$ cat src/hdl/kvp_pkg.sv
// ----------------------------------------------------------------------------
// kvp_pkg
// Shared types and constants for the quoted key/value line parser.
// ----------------------------------------------------------------------------
package kvp_pkg;

    // parse phases
    localparam logic [3:0] PH_KEY      = 4'd0;
    localparam logic [3:0] PH_VALSTART = 4'd1;
    localparam logic [3:0] PH_UNQ      = 4'd2;
    localparam logic [3:0] PH_QUOTED   = 4'd3;
    localparam logic [3:0] PH_ESC      = 4'd4;
    localparam logic [3:0] PH_OCT      = 4'd5;
    localparam logic [3:0] PH_AFTERQ   = 4'd6;
    localparam logic [3:0] PH_SKIP     = 4'd7;

    // result kinds
    localparam logic [2:0] K_KEY     = 3'd0;
    localparam logic [2:0] K_VAL     = 3'd1;
    localparam logic [2:0] K_COMMIT  = 3'd2;
    localparam logic [2:0] K_DISCARD = 3'd3;
    localparam logic [2:0] K_ACCEPT  = 3'd4;
    localparam logic [2:0] K_REJECT  = 3'd5;

    // characters
    localparam logic [7:0] CH_QUOTE = 8'h22;
    localparam logic [7:0] CH_BSL   = 8'h5C;
    localparam logic [7:0] CH_N     = 8'h6E;
    localparam logic [7:0] CH_LF    = 8'h0A;
    localparam logic [7:0] CH_T     = 8'h74;
    localparam logic [7:0] CH_TAB   = 8'h09;
    localparam logic [7:0] CH_R     = 8'h72;
    localparam logic [7:0] CH_CR    = 8'h0D;
    localparam logic [7:0] CH_0     = 8'h30;
    localparam logic [7:0] CH_3     = 8'h33;
    localparam logic [7:0] CH_7     = 8'h37;
    localparam logic [7:0] CH_EQ    = 8'h3D;
    localparam logic [7:0] CH_SP    = 8'h20;

    // results per item and result queue sizing
    localparam int RES_MAX    = 3;
    localparam int RES_CW     = $clog2(RES_MAX + 1);
    localparam int FIFO_DEPTH = 8;
    localparam int FIFO_AW    = $clog2(FIFO_DEPTH);
    localparam int FIFO_CW    = $clog2(FIFO_DEPTH + 1);

    typedef struct packed {
        logic [3:0] phase;
        logic       key_started;
        logic [7:0] oct_val;
        logic [1:0] oct_dig;
        logic       oct_hi;
    } t_state;

    typedef struct packed {
        logic [7:0] data;
        logic [2:0] kind;
        logic       last;
    } t_res;

    typedef struct packed {
        logic [RES_CW-1:0] cnt;
        logic              pop;
    } t_qctl;

    typedef struct packed {
        logic [FIFO_CW-1:0] space;
        logic               nonempty;
    } t_qsts;

endpackage

$ cat src/hdl/kvp_step.sv
// ----------------------------------------------------------------------------
// kvp_step
// Next-state and result list for one line byte against the parse state.
// ----------------------------------------------------------------------------
module kvp_step
    import kvp_pkg::*;
(
    input  t_state            i_st,
    input  logic [7:0]        i_char,
    input  logic              i_last,
    output t_state            o_st,
    output t_res              o_res [RES_MAX],
    output logic [RES_CW-1:0] o_cnt
);

    t_state            nx;
    t_res              res [RES_MAX];
    logic [RES_CW-1:0] n;
    logic              is_oct;
    logic              reject;
    logic [1:0]        dig_n;
    logic [7:0]        val_n;
    logic [1:0]        lim;

    always_comb begin
        nx     = i_st;
        n      = '0;
        reject = 1'b0;
        for (int k = 0; k < RES_MAX; k++) begin
            res[k] = '0;
        end
        is_oct = (i_char >= CH_0) && (i_char <= CH_7);
        dig_n  = i_st.oct_dig + 2'd1;
        val_n  = {i_st.oct_val[4:0], i_char[2:0]};
        lim    = i_st.oct_hi ? 2'd2 : 2'd3;

        case (i_st.phase)
            PH_VALSTART: begin
                if (i_char == CH_QUOTE) begin
                    nx.phase = PH_QUOTED;
                end else if (i_char == CH_SP) begin
                    res[n] = '{data: 8'd0, kind: K_COMMIT, last: 1'b0};
                    n = n + 1'b1;
                    nx.key_started = 1'b0;
                    nx.phase = PH_KEY;
                end else begin
                    res[n] = '{data: i_char, kind: K_VAL, last: 1'b0};
                    n = n + 1'b1;
                    nx.phase = PH_UNQ;
                end
            end
            PH_UNQ: begin
                if (i_char == CH_SP) begin
                    res[n] = '{data: 8'd0, kind: K_COMMIT, last: 1'b0};
                    n = n + 1'b1;
                    nx.key_started = 1'b0;
                    nx.phase = PH_KEY;
                end else begin
                    res[n] = '{data: i_char, kind: K_VAL, last: 1'b0};
                    n = n + 1'b1;
                end
            end
            PH_QUOTED: begin
                if (i_char == CH_QUOTE) begin
                    res[n] = '{data: 8'd0, kind: K_COMMIT, last: 1'b0};
                    n = n + 1'b1;
                    nx.key_started = 1'b0;
                    nx.phase = PH_AFTERQ;
                end else if (i_char == CH_BSL) begin
                    nx.phase = PH_ESC;
                end else begin
                    res[n] = '{data: i_char, kind: K_VAL, last: 1'b0};
                    n = n + 1'b1;
                end
            end
            PH_ESC: begin
                nx.phase = PH_QUOTED;
                if (i_char == CH_N) begin
                    res[n] = '{data: CH_LF, kind: K_VAL, last: 1'b0};
                    n = n + 1'b1;
                end else if (i_char == CH_T) begin
                    res[n] = '{data: CH_TAB, kind: K_VAL, last: 1'b0};
                    n = n + 1'b1;
                end else if (i_char == CH_R) begin
                    res[n] = '{data: CH_CR, kind: K_VAL, last: 1'b0};
                    n = n + 1'b1;
                end else if (is_oct) begin
                    nx.oct_val = {5'd0, i_char[2:0]};
                    nx.oct_dig = 2'd1;
                    nx.oct_hi  = (i_char > CH_3);
                    nx.phase   = PH_OCT;
                end else begin
                    res[n] = '{data: i_char, kind: K_VAL, last: 1'b0};
                    n = n + 1'b1;
                end
            end
            PH_OCT: begin
                if (is_oct) begin
                    nx.oct_val = val_n;
                    nx.oct_dig = dig_n;
                    if (dig_n >= lim) begin
                        res[n] = '{data: val_n, kind: K_VAL, last: 1'b0};
                        n = n + 1'b1;
                        nx.oct_val = '0;
                        nx.oct_dig = '0;
                        nx.oct_hi  = 1'b0;
                        nx.phase   = PH_QUOTED;
                    end
                end else begin
                    res[n] = '{data: i_st.oct_val, kind: K_VAL, last: 1'b0};
                    n = n + 1'b1;
                    nx.oct_val = '0;
                    nx.oct_dig = '0;
                    nx.oct_hi  = 1'b0;
                    nx.phase   = PH_QUOTED;
                    // cut-short escape: byte goes through the quoted-string path
                    if (i_char == CH_QUOTE) begin
                        res[n] = '{data: 8'd0, kind: K_COMMIT, last: 1'b0};
                        n = n + 1'b1;
                        nx.key_started = 1'b0;
                        nx.phase = PH_AFTERQ;
                    end else if (i_char == CH_BSL) begin
                        nx.phase = PH_ESC;
                    end else begin
                        res[n] = '{data: i_char, kind: K_VAL, last: 1'b0};
                        n = n + 1'b1;
                    end
                end
            end
            PH_AFTERQ: begin
                nx.phase = PH_KEY;
                if (i_char == CH_EQ) begin
                    nx.phase = PH_VALSTART;
                end else if (i_char != CH_SP) begin
                    res[n] = '{data: i_char, kind: K_KEY, last: 1'b0};
                    n = n + 1'b1;
                    nx.key_started = 1'b1;
                end
            end
            PH_SKIP: begin
                nx.phase = PH_SKIP;
            end
            default: begin
                nx.phase = PH_KEY;
                if (i_char == CH_EQ) begin
                    nx.phase = PH_VALSTART;
                end else if (i_char == CH_SP) begin
                    if (i_st.key_started) begin
                        res[n] = '{data: 8'd0, kind: K_DISCARD, last: 1'b0};
                        n = n + 1'b1;
                    end
                    nx.key_started = 1'b0;
                    nx.phase = PH_SKIP;
                end else begin
                    res[n] = '{data: i_char, kind: K_KEY, last: 1'b0};
                    n = n + 1'b1;
                    nx.key_started = 1'b1;
                end
            end
        endcase

        if (i_last) begin
            case (nx.phase)
                PH_VALSTART, PH_UNQ: begin
                    res[n] = '{data: 8'd0, kind: K_COMMIT, last: 1'b0};
                    n = n + 1'b1;
                end
                PH_QUOTED, PH_ESC, PH_OCT: reject = 1'b1;
                PH_AFTERQ, PH_SKIP:        reject = 1'b0;
                default:                   reject = nx.key_started;
            endcase
            if (reject) begin
                res[0] = '{data: 8'd0, kind: K_DISCARD, last: 1'b0};
                res[1] = '{data: 8'd0, kind: K_REJECT, last: 1'b0};
                n = RES_CW'(2);
            end else begin
                res[n] = '{data: 8'd0, kind: K_ACCEPT, last: 1'b0};
                n = n + 1'b1;
            end
            nx = '{phase: PH_KEY, key_started: 1'b0, oct_val: 8'd0,
                   oct_dig: 2'd0, oct_hi: 1'b0};
        end

        if (n != '0) begin
            res[n - 1'b1].last = 1'b1;
        end
    end

    assign o_st  = nx;
    assign o_res = res;
    assign o_cnt = n;

endmodule

$ cat src/hdl/kvp_fifo.sv
// ----------------------------------------------------------------------------
// kvp_fifo
// Result queue: takes up to three results per cycle, hands out one.
// ----------------------------------------------------------------------------
module kvp_fifo
    import kvp_pkg::*;
(
    input  logic  i_clk,
    input  logic  i_rst_n,
    input  t_qctl i_ctl,
    input  t_res  i_res [RES_MAX],
    output t_qsts o_sts,
    output t_res  o_head
);

    t_res               r_mem [FIFO_DEPTH];
    logic [FIFO_AW-1:0] r_wr;
    logic [FIFO_AW-1:0] r_rd;
    logic [FIFO_CW-1:0] r_count;
    logic [FIFO_AW-1:0] n_wr;
    logic [FIFO_AW-1:0] n_rd;
    logic [FIFO_CW-1:0] n_count;

    always_comb begin
        n_wr    = r_wr + FIFO_AW'(i_ctl.cnt);
        n_rd    = r_rd + FIFO_AW'(i_ctl.pop);
        n_count = r_count + FIFO_CW'(i_ctl.cnt) - FIFO_CW'(i_ctl.pop);
    end

    always_ff @(posedge i_clk) begin
        for (int k = 0; k < RES_MAX; k++) begin
            if (RES_CW'(k) < i_ctl.cnt) begin
                r_mem[r_wr + FIFO_AW'(k)] <= i_res[k];
            end
        end
    end

    always_ff @(posedge i_clk) begin
        if (!i_rst_n) begin
            r_wr    <= '0;
            r_rd    <= '0;
            r_count <= '0;
        end else begin
            r_wr    <= n_wr;
            r_rd    <= n_rd;
            r_count <= n_count;
        end
    end

    assign o_sts.space    = FIFO_CW'(FIFO_DEPTH) - r_count;
    assign o_sts.nonempty = (r_count != '0);
    assign o_head         = r_mem[r_rd];

    a_no_overflow: assert property (@(posedge i_clk) disable iff (!i_rst_n)
        FIFO_CW'(i_ctl.cnt) <= o_sts.space)
        else $error("result queue overflow");

    a_no_underflow: assert property (@(posedge i_clk) disable iff (!i_rst_n)
        i_ctl.pop |-> r_count != '0)
        else $error("result queue underflow");

    a_ptr_track: assert property (@(posedge i_clk) disable iff (!i_rst_n)
        FIFO_AW'(r_wr - r_rd) == FIFO_AW'(r_count))
        else $error("queue pointers disagree with count");

endmodule

$ cat src/hdl/quoted_key_value_parser_top.sv
// ----------------------------------------------------------------------------
// quoted_key_value_parser_top
// Streaming KEY=VALUE / KEY="quoted" line parser, one byte per item.
//
//   channel | handshake           | payload
//   --------+---------------------+--------------------------------------
//   in      | i_valid / o_ready   | i_char_in, i_line_last
//   out     | o_valid / i_ready   | o_out_byte, o_kind, o_last_of_item
//
// One byte per cycle into the parse register; the step logic clears it in
// the next cycle when the result queue has room for its results.
// Each byte yields zero to three results, drained from an 8-entry queue one
// per cycle while i_ready is high, so output is at most one result per cycle.
// Bytes are held in the input register and results in the result queue.
// Synchronous active-low reset returns the parser to the key phase.
// ----------------------------------------------------------------------------
module quoted_key_value_parser_top
    import kvp_pkg::*;
(
    input  logic       i_clk,
    input  logic       i_rst_n,
    input  logic       i_valid,
    output logic       o_ready,
    input  logic [7:0] i_char_in,
    input  logic       i_line_last,
    output logic       o_valid,
    input  logic       i_ready,
    output logic [7:0] o_out_byte,
    output logic [2:0] o_kind,
    output logic       o_last_of_item
);

    logic       r_in_vld;
    logic [7:0] r_in_char;
    logic       r_in_last;
    t_state     r_st;
    t_state     n_st;

    t_res              step_res [RES_MAX];
    logic [RES_CW-1:0] step_cnt;
    logic              take;
    t_qctl             qctl;
    t_qsts             qsts;
    t_res              head;

    kvp_step u_step (
        .i_st   (r_st),
        .i_char (r_in_char),
        .i_last (r_in_last),
        .o_st   (n_st),
        .o_res  (step_res),
        .o_cnt  (step_cnt)
    );

    assign take     = r_in_vld && (FIFO_CW'(step_cnt) <= qsts.space);
    assign o_ready  = !r_in_vld || take;
    assign qctl.cnt = take ? step_cnt : '0;
    assign qctl.pop = qsts.nonempty && i_ready;

    kvp_fifo u_fifo (
        .i_clk   (i_clk),
        .i_rst_n (i_rst_n),
        .i_ctl   (qctl),
        .i_res   (step_res),
        .o_sts   (qsts),
        .o_head  (head)
    );

    always_ff @(posedge i_clk) begin
        if (!i_rst_n) begin
            r_in_vld <= 1'b0;
            r_st     <= '{phase: PH_KEY, key_started: 1'b0, oct_val: 8'd0,
                          oct_dig: 2'd0, oct_hi: 1'b0};
        end else begin
            if (o_ready) begin
                r_in_vld <= i_valid;
            end
            if (take) begin
                r_st <= n_st;
            end
        end
    end

    always_ff @(posedge i_clk) begin
        if (o_ready && i_valid) begin
            r_in_char <= i_char_in;
            r_in_last <= i_line_last;
        end
    end

    assign o_valid        = qsts.nonempty;
    assign o_out_byte     = head.data;
    assign o_kind         = head.kind;
    assign o_last_of_item = head.last;

    a_line_end_resets: assert property (@(posedge i_clk) disable iff (!i_rst_n)
        take && r_in_last |=> r_st.phase == PH_KEY && !r_st.key_started)
        else $error("parse state not cleared at line end");

    a_end_has_result: assert property (@(posedge i_clk) disable iff (!i_rst_n)
        take && r_in_last |-> step_cnt != '0)
        else $error("line end produced no result");

    a_state_holds: assert property (@(posedge i_clk) disable iff (!i_rst_n)
        !take |=> $stable(r_st))
        else $error("parse state moved without a byte");

endmodule

$ cat config.mk
export PLATFORM = sky130hd
export DESIGN_NAME = quoted_key_value_parser_top
export DESIGN_NICKNAME = d
export VERILOG_FILES = /design/src/hdl/kvp_pkg.sv /design/src/hdl/kvp_step.sv /design/src/hdl/kvp_fifo.sv /design/src/hdl/quoted_key_value_parser_top.sv
export SDC_FILE = /design/constraint.sdc
export NUM_CORES = 1
export LEC_CHECK = 0
export BUFFER_PORTS_ARGS = -buffer_cell sky130_fd_sc_hd__buf_2
export CAP_MARGIN = 20
export CORE_MARGIN = 3
export CORE_UTILIZATION = 45
export CTS_CLUSTER_SIZE = 28
export DETAILED_ROUTE_END_ITERATION = 12
export GPL_ROUTABILITY_DRIVEN = 0
export PLACE_DENSITY = 0.69
export SKIP_LAST_GASP = 1
export SLEW_MARGIN = 20
export SYNTH_ARGS = -nofsm -noshare
export SYNTH_HDL_FRONTEND = slang
export SYNTH_SLANG_ARGS = --single-unit
export TNS_END_PERCENT = 50
$ cat constraint.sdc
create_clock -name i_clk -period 6.9 [get_ports i_clk]
set_input_delay 1.035 -clock i_clk [delete_from_list [all_inputs] [get_ports i_clk]]
set_output_delay 1.035 -clock i_clk [all_outputs]
set_load 0.01 [all_outputs]
==> results of run 1 <==
power breakdown:
group          switching [W]  internal (W)  leakage, nW
clock               0.000377      0.000616        0.313
combinational       0.000383      0.000316         1.80
sequential         0.0000861      0.000953         1.19
what timing repair did:
item / CTS / global route
setup endpoints to repair: 0 / 22
buffers inserted: 0 / 2
resized for setup: 0 / 1
worst paths after layout:
kind	startpoint	to	slack [ns]	cells past startpoint
worst max-delay path	r_in_char[7]$_DFFE_PP_	u_fifo.r_mem[0][10]$_SDFFCE_PP0P_	0.44	22
worst max register to register	r_in_char[7]$_DFFE_PP_	u_fifo.r_mem[0][10]$_SDFFCE_PP0P_	0.44	22
worst min-delay path	r_st[8]$_SDFFE_PN0P_	r_st[8]$_SDFFE_PN0P_	0.48	2
worst min register to register	r_st[8]$_SDFFE_PN0P_	r_st[8]$_SDFFE_PN0P_	0.48	2
critical path: cells and delay by family (launching register included):
kind                       cells  cell delay (ns)
DFF                            1             0.63
buffers and inverters          2             0.44
and+or+nand+nor               10             2.55
AOI/OAI and AO/OA              7             1.52
adders and majority gates      2             0.77
xor gates and xnor gates       1             0.23
sequential cells by signal, indices dropped and copies added (netlist names):
register / flops
r_in_char: 8
u_fifo.r_count: 4
r_in_vld: 1
r_in_last: 1
r_st: 16
u_fifo.r_mem: 96
u_fifo.r_wr: 3
u_fifo.r_rd: 3
layout make-up:
cell class	count	area (sq um)	area share
clock buffer	17	425	0.0430
timing repair buffer	61	393	0.0397
multi-input combinational	697	4730	0.479
tap	260	325	0.0329
clock inverter	15	219	0.0221
sequential	132	3700	0.374
inverter	25	93.8	0.00949
kinds of logic after synthesis:
kind of cell,synth area share
AO/OA/AOI/OAI,0.180
XOR/XNOR,0.0110
adder cells (fa/ha/maj),0.0330
buffers and inverters,0.0448
flip-flops,0.420
multiplexers,0.0882
AND/OR/NAND/NOR,0.224
per-layer routing:
| layer | global-route usage | wire, um | vias to the layer above |
|---|---|---|---|
| li1 | - | - | 3492 |
| met4 | 0.0921 | 731 | 0 |
| met5 | 0 | 0 | - |
| met2 | 0.361 | 11600 | 484 |
| met1 | 0.330 | 10600 | 3629 |
| met3 | 0.0592 | 2580 | 67 |
Yosys cell counts (5+ instances only):
master    number
o31ai_1       10
o211ai_1      30
mux2i_1       10
mux2_2        12
a21boi_0      12
xnor2_1        6
xor2_1         5
nor4_1         6
nand3_1       89
a21oi_1       86
o21ai_1        8
o21ai_0       19
nor3_4         6
nand2_1      143
dfxtp_1       27
or2_2         13
and2_1        10
nor2_1        42
nand2b_1       7
buf_2         22
edfxtp_1     105
inv_1         25
nand4_1       19
mux4_2        24
nor2b_1       13
a22oi_1       13
nor3_1        20
clkbuf_1      34
ha_1          20
through the flow:
| stage | total power, W | std cells | setup WS, ns |
|---|---|---|---|
| 5_1_grt | 0.00285 | 1207 | 0.00391 |
| 4_1_cts | 0.00273 | 1205 | 0.520 |
| 3_3_place_gp | 0.00174 | 1173 | 0.806 |
| 2_1_floorplan | 0.00154 | 920 | 1.00 |
| 3_5_place_dp | 0.00175 | 1173 | 0.579 |
| 6_report | 0.00273 | 1207 | 0.445 |
==> impl_metrics.yaml, run 1 <==
status:
  status: "complete, no violations"
sta:
  period_needed_ns: 6.46
  fmax_mhz: 155
  worst_slew_pin_slew_ns: 1.29
  final_max_slew_viol_count: 0
  rsz0062_at_grt: "false"
  setup_viol: 0
  hold_viol_final: 0
  tns_ns: 0
  holdWs_ns: 0.475
  period_share: 0.936
  skew_ns: 0.00891
  slew_headroom: 0.133
yosys:
  syn-cell-area_sq_um: 8800
  yosysUniqueCellTypes: 82
  syn_avg_cell_area_sq_um: 9.56
  synth_edf_count: 105
  ys_async_sr_fraction: 0
  ys_top_cells_by_area: "edfxtp_1 36%, dfxtp_1 6.1%, mux4_2 6.1%, nand2_1 6.1%, nand3_1 5.1%"
  ys_seq_area_frac: 0.420
  synthCells: 920
  synthesis.nets: 955
  yosys_warnings: 0
  synth.top_cell.area_share: 0.358
  ys.flop_type: "edfxtp_1"
  ys_seq_elements: 132
  yosysTopAreaCell: "edfxtp_1"
finish:
  nets: 969
  stdcell_area_sq_um: 9890
  fillerInstances: 1680
  area_delta_synth_final_pct: 12.4
  fin_util: 0.522
  final_cell_mix: "143 x nand2_1, 105 x edfxtp_1, 89 x nand3_1"
  final_common_cell: "nand2_1"
  antenna_cells: 0
  layout-drive-gt1-share: 0.183
clocking:
  cts_root_buf: "clkbuf_16"
  insertion_delay_ns: 0.43
  h-tree-depth: 4
  clock_sinks: 132
  holdBufCountCts: 0
  cts.clk_slew.worst_paths_ns: 0.06
  numCtsBuffers: 17
  cts_tree: "built"
  ctsLongestPathBuffers: 2
floorplan:
  ioPinCount: 27
  die_h_um: 146
  start_util: 0.464
  die_w_um: 146
  coreArea_sq_um: 19000
  rows: 50
  dieArea_sq_um: 21300
place:
  dpl_cell_area_sq_um: 9210
  post-dp-hpwl_mm: 17.6
  port_buffers: 26
grt:
  gr-total-overflow: 0
  track_usage: 0.238
  grt_pass1_wl_mm: 40.1
  grt_max_degree: 65
  antenna_found_initial: 0
  first_global_vias: 7281
critical_path:
  crit_top_cell: "nor2_1"
  worst_path_max_delay_cell: "edfxtp_1"
  cpPeakStageDelay_ns: 0.63
  crit_path_max_fanout: 16
  required_ns: 7.02
  cp_cell_sequence: "nand4bb_1 -> or4_1 -> a21oi_1 -> a311o_1 -> xnor2_1 -> a21oi_1 -> nor2_1 -> ha_1 -> nand2_1 -> a21oi_2 -> nor2_1 -> ha_1 -> nor2b_1 -> o21ai_0 -> o21ai_1 -> buf_4 -> nor2_1 -> nand2_1 -> nor2_1 -> nand2_1 -> o211ai_1 -> buf_4"
  startpoint_type: "flip-flop"
  crit_type: "reg -> reg"
  end_kind: "flip-flop"
  crit_arrival_ns: 6.58
power_and_ir_drop:
  vdd_ir_drop_max_mv: 0.191
  p_per_area_nw_per_um2: 276
  power.leakage_nw: 3.31
detailed_routing:
  wl_per_cell_um: 21.1
  drc: 0
  drt-total-wl_mm: 25.5
  antenna_left: 0
  first_pass_iters: 5
  viasPerCell: 6.36
  drtIter0Drc: 1072
  via_count: 7672
job:
  maxCapViolations: 0
hold_path:
  hold_class: "reg -> reg"
Note: power is estimated with default switching activity, not from simulation.
==> inputs of run 2 (changes only) <==
==> constraint.sdc (replaced) <==
create_clock -name i_clk -period 7.1 [get_ports i_clk]
set_input_delay 1.065 -clock i_clk [delete_from_list [all_inputs] [get_ports i_clk]]
set_output_delay 1.065 -clock i_clk [all_outputs]
set_load 0.01 [all_outputs]
==> run 2 against run 1 <==
Utilization increased by 0.18 points. Sequential cell count stayed put. Final cell count increased by 0.41%. Sequential share of layout area is 0.13 points lower. Critical path depth is 1 higher. Non-clock buffer count grew 5. Via count is 1.0% higher. Clock-buffer cell count stayed put. Routed wire length grew 2.1%. Sequential power about the same. Global-route usage increased by 0.60 points.
==> impl_metrics.yaml, run 2 (synthesis gave the netlist of run 1 again) <==
critical_path:
  crit_type: "reg -> reg"
  r2r_cells: 23
  required_ns: 7.42
  crit_arrival_ns: 6.77
  startpoint_type: "flip-flop"
  cp_cell_sequence: "or4_4 -> nor4_1 -> o32ai_1 -> o41ai_4 -> inv_1 -> nor3_1 -> nor2_1 -> ha_1 -> nand2_1 -> a21oi_4 -> nor2_1 -> ha_1 -> nor2b_1 -> o21ai_0 -> o21ai_1 -> or3_1 -> ha_1 -> inv_1 -> ha_1 -> a21o_1 -> a21oi_1 -> xor2_1 -> and2_1"
  crit_path_max_fanout: 16
  cpPeakStageDelay_ns: 0.64
  critPathTopFamily: "simple AND/OR/NAND/NOR gates"
  cp.depth: 23
  critPathBufInv: 2
  end_kind: "flip-flop"
  worst_path_max_delay_cell: "or4_4"
  crit_top_cell: "ha_1"
finish:
  antenna_cells: 0
  area_delta_synth_final_pct: 12.8
  layout-drive-gt1-share: 0.192
  nets: 974
  largestRegisters: "u_fifo.r_mem: 96 flops, r_st: 16 flops, r_in_char: 8 flops"
  largest_reg_flops: 96
  final_cell_mix: "143 x nand2_1, 105 x edfxtp_1, 89 x nand3_1"
  fillerInstances: 1688
  final_common_cell: "nand2_1"
  top_register: "u_fifo.r_mem"
sta:
  period_share: 0.908
  slew_headroom: 0.189
  hold_viol_final: 0
  fmax_mhz: 155
  worst_slew_pin_slew_ns: 1.21
  final_max_slew_viol_count: 0
  period_needed_ns: 6.44
  skew_ns: 0.00897
  tns_ns: 0
  holdWs_ns: 0.482
  setup_viol: 0
  rsz0062_at_grt: "false"
grt:
  first_global_vias: 7333
  grt_pass1_wl_mm: 41.2
  antenna_found_initial: 0
  gr-total-overflow: 0
  track_usage: 0.244
  grt_max_degree: 41
detailed_routing:
  drtIter0Drc: 1176
  drc: 0
  drt-total-wl_mm: 26.1
  antenna_left: 0
  via_count: 7751
  first_pass_iters: 7
  wl_per_cell_um: 21.5
  viasPerCell: 6.40
floorplan:
  dieArea_sq_um: 21300
  start_util: 0.464
  coreArea_sq_um: 19000
  ioPinCount: 27
  rows: 50
  die_w_um: 146
  die_h_um: 146
clocking:
  numCtsBuffers: 17
  cts_tree: "built"
  cts_root_buf: "clkbuf_16"
  cts.clk_slew.worst_paths_ns: 0.06
  ctsLongestPathBuffers: 2
  insertion_delay_ns: 0.43
  clock_sinks: 132
  h-tree-depth: 4
hold_path:
  hold_path_depth: 2
  hold_class: "reg -> reg"
job:
  maxCapViolations: 0
status:
  status: "complete, no violations"
power_and_ir_drop:
  power.leakage_nw: 3.32
  p_per_area_nw_per_um2: 262
  vdd_ir_drop_max_mv: 0.247
place:
  port_buffers: 26
  post-dp-hpwl_mm: 17.9
-- run 2: tightest hold or removal path: stages (launching register included) --
cell and delay [ns]:
dfxtp_1 0.31, nand2_1 0.05, a21boi_0 0.07
-- run 2: layout make-up --
type                       count  area [sq um]  share of cell area
timing repair buffer          66           428              0.0431
inverter                      25          93.8             0.00946
clock inverter                15           179              0.0180
multi-input combinational    697          4770               0.481
sequential                   132          3700               0.373
tap                          260           325              0.0328
clock buffer                  17           425              0.0429
-- run 2: timing repair --
| item | in CTS | in global routing |
|---|---|---|
| hold buffers | 0 | 0 |
| setup buffers | 0 | 8 |
| resized for setup | 0 | 6 |
| endpoints found under the setup margin | 0 | 190 |
-- run 2: power by group --
part,internal [W],switching [W]
combinational,0.000307,0.000369
clock,0.000555,0.000360
sequential,0.000926,0.0000868
-- run 2: layer usage --
metal	vias up	part of all wire	wire, um	GRT usage
met2	550	0.46	11900	0.370
li1	3501	-	-	-
met4	0	0.027	709	0.0821
met5	-	0	0	0
met3	76	0.11	2850	0.0505
met1	3624	0.41	10600	0.350
-- run 2: path summary, 6_finish.rpt --
check | start | endpoint | slack (ns)
setup / recovery | r_in_char[7]$_DFFE_PP_ | u_fifo.r_count[3]$_SDFF_PN0_ | 0.66
hold / removal | r_st[8]$_SDFFE_PN0P_ | r_st[8]$_SDFFE_PN0P_ | 0.48
setup reg to reg | r_in_char[7]$_DFFE_PP_ | u_fifo.r_count[3]$_SDFF_PN0_ | 0.66
hold reg to reg | r_st[8]$_SDFFE_PN0P_ | r_st[8]$_SDFFE_PN0P_ | 0.48
-- run 2: metrics by stage --
step	utilization	power [W]	worst slack (ns)	cells	instance area, sq um
final	0.523	0.00260	0.655	1212	9920
after global routing	0.523	0.00272	0.122	1212	9920
after CTS	0.517	0.00260	0.240	1204	9800
after detailed placement	0.485	0.00170	0.309	1172	9200
after global placement	0.485	0.00169	0.528	1171	9190
after floorplan	-	0.00150	1.20	920	8800
==> inputs of run 3 (changes only) <==
--- a/config.mk
+++ b/config.mk
@@ -12,7 +12,7 @@
 export CTS_CLUSTER_SIZE = 28
 export DETAILED_ROUTE_END_ITERATION = 12
 export GPL_ROUTABILITY_DRIVEN = 0
-export PLACE_DENSITY = 0.69
+export PLACE_DENSITY = 0.71
 export SKIP_LAST_GASP = 1
 export SLEW_MARGIN = 20
 export SYNTH_ARGS = -nofsm -noshare
==> constraint.sdc (replaced) <==
create_clock -name i_clk -period 5.15 [get_ports i_clk]
set_input_delay 0.7725 -clock i_clk [delete_from_list [all_inputs] [get_ports i_clk]]
set_output_delay 0.7725 -clock i_clk [all_outputs]
set_load 0.01 [all_outputs]
==> run 3 against run 2 <==
The run now ends with negative setup slack left. Setup slack worse by 0.67 ns. Register-to-register slack worse by 0.60 ns. Via count is 6.6% higher. Final cell count is 7.6% higher.
==> impl_metrics.yaml, run 3 (synthesis gave the netlist of run 1 again) <==
critical_path:
  end_kind: "primary output"
  crit_arrival_ns: 4.39
  startpoint_type: "flip-flop"
  worst_path_max_delay_cell: "edfxtp_1"
  cpPeakStageDelay_ns: 0.44
  required_ns: 4.38
  cp_cell_sequence: "nand4bb_4 -> buf_4 -> o41a_1 -> o32ai_1 -> a311o_1 -> xnor2_1 -> a21oi_1 -> nor2_1 -> ha_1 -> nand2_1 -> a21oi_2 -> nor2_2 -> ha_4 -> nor2b_4 -> o21ai_4 -> buf_4 -> nor3b_4 -> inv_1 -> buf_2"
  crit_path_max_fanout: 5
  critPathTopFamily: "compound AO/OA/AOI/OAI gates"
  crit_type: "reg -> out"
  crit_top_cell: "buf_4"
  critPathBufInv: 4
  r2r_start: "r_in_char[7]$_DFFE_PP_"
  startpoint: "r_in_char[7]$_DFFE_PP_"
power_and_ir_drop:
  netSwitchingFraction: 0.324
  seq_power_share: 0.370
  p_per_area_nw_per_um2: 344
  power_w: 0.00373
  p_int_w: 0.00252
  p_clk_frac: 0.329
  vdd_ir_drop_max_mv: 0.271
  p_comb_frac: 0.301
  net-switching-power_w: 0.00121
  power.leakage_nw: 3.82
grt:
  track_usage: 0.257
  grt_max_degree: 65
  gr-total-overflow: 0
  grt_pass1_wl_mm: 43.3
  first_global_vias: 7852
  antenna_found_initial: 0
sta:
  setup_viol: 1
  tns_ns: -0.0146
  fmax_mhz: 194
  period_share: 1.00
  worst_slew_pin_slew_ns: 1.00
  holdWs_ns: 0.473
  period_needed_ns: 5.16
  final_max_slew_viol_count: 0
  slew_headroom: 0.332
  hold_viol_final: 0
  rsz0062_at_grt: "true"
  setup_ws_ns: -0.0146
  skew_ns: 0.00626
status:
  status: "complete, but fails checks"
  violations: "negative setup slack"
clocking:
  h-tree-depth: 4
  holdBufCountCts: 0
  cts_root_buf: "clkbuf_16"
  cts_tree: "built"
  ctsLongestPathBuffers: 2
  numCtsBuffers: 17
  insertion_delay_ns: 0.43
  cts.clk_slew.worst_paths_ns: 0.06
  clock_sinks: 132
detailed_routing:
  drc: 0
  drt-total-wl_mm: 28.0
  viasPerCell: 6.34
  first_pass_iters: 6
  drtIter0Drc: 1307
  via_count: 8265
  wl_per_cell_um: 21.4
  antenna_left: 0
hold_path:
  holdCritStartpoint: "r_st[9]$_SDFFE_PN0P_"
  hold_class: "reg -> reg"
finish:
  final_common_cell: "nand2_1"
  final_cell_mix: "143 x nand2_1, 123 x buf_4, 105 x edfxtp_1"
  stdcell_area_sq_um: 10800
  top_register: "u_fifo.r_mem"
  area_delta_synth_final_pct: 23.2
  antenna_cells: 0
  layout-drive-gt1-share: 0.284
  nets: 1066
  largest_reg_flops: 96
  largestRegisters: "u_fifo.r_mem: 96 flops, r_st: 16 flops, r_in_char: 8 flops"
  fillerInstances: 1632
floorplan:
  start_util: 0.464
  die_h_um: 146
  ioPinCount: 27
  dieArea_sq_um: 21300
  die_w_um: 146
  rows: 50
  coreArea_sq_um: 19000
job:
  maxCapViolations: 0
place:
  dpl_cell_area_sq_um: 10000
  port_buffers: 26
  post-place-ws_ns: -0.00955
  post-dp-hpwl_mm: 19.9
## run 3: stage by stage
step,utilization,cells
after floorplan,-,920
after global placement,0.529,1261
after detailed placement,0.529,1261
after CTS,0.560,1293
after global routing,0.572,1304
final,0.572,1304
## run 3: worst paths after layout
check	to	slack, ns	cells past startpoint
setup / recovery	o_ready	-0.01	19
hold / removal	r_st[9]$_SDFFE_PN0P_	0.47	2
setup reg to reg	u_fifo.r_count[3]$_SDFF_PN0_	0.06	24
hold reg to reg	r_st[9]$_SDFFE_PN0P_	0.47	2
## run 3: metal layers
layer	up-vias	track usage	part of all wire
met3	85	0.0464	0.094
li1	3683	-	-
met1	3952	0.345	0.40
met4	0	0.0954	0.030
met5	-	0	0
met2	545	0.417	0.47
## run 3: what timing repair did
item | in CTS | in global routing
pin swaps | 1 | 6
endpoints found under the hold margin | 0 | 0
setup endpoints to repair | 2 | 197
buffers inserted | 0 | 10
resized for setup | 3 | 24
## run 3: power by group through the flow
stage	Combinational, W	Clock (W)	Sequential, W
after global routing	0.00122	0.00128	0.00140
after global placement	0.00102	0	0.00140
final	0.00112	0.00123	0.00138
after detailed placement	0.00104	0	0.00140
after CTS	0.00105	0.00122	0.00138
after floorplan	0.000771	0	0.00132
## run 3: layout make-up
type | instances | area [sq um] | area share
Clock inverter | 14 | 153 | 0.0141
Tap cell | 260 | 325 | 0.0300
Inverter | 25 | 93.8 | 0.00866
Timing Repair Buffer | 158 | 1210 | 0.112
Multi-Input combinational cell | 697 | 4930 | 0.455
Clock buffer | 18 | 429 | 0.0396
Sequential cell | 132 | 3690 | 0.341
## run 3: worst reg2reg max path, cell delays in order, from the launching register on
cell and delay, ns:
edfxtp_1 0.44, nand4bb_4 0.29, buf_4 0.18, o41a_1 0.36, o32ai_1 0.27, a311o_1 0.28, xnor2_1 0.21, a21oi_1 0.14
nor2_1 0.20, ha_1 0.28, nand2_1 0.08, a21oi_2 0.05, nor2_2 0.17, ha_4 0.23, nor2b_4 0.13, o21ai_4 0.15
o21ai_4 0.10, or3_4 0.41, ha_4 0.28, inv_2 0.04, ha_4 0.24, a21o_1 0.11, a21oi_2 0.05, xor2_1 0.15
and2_1 0.14
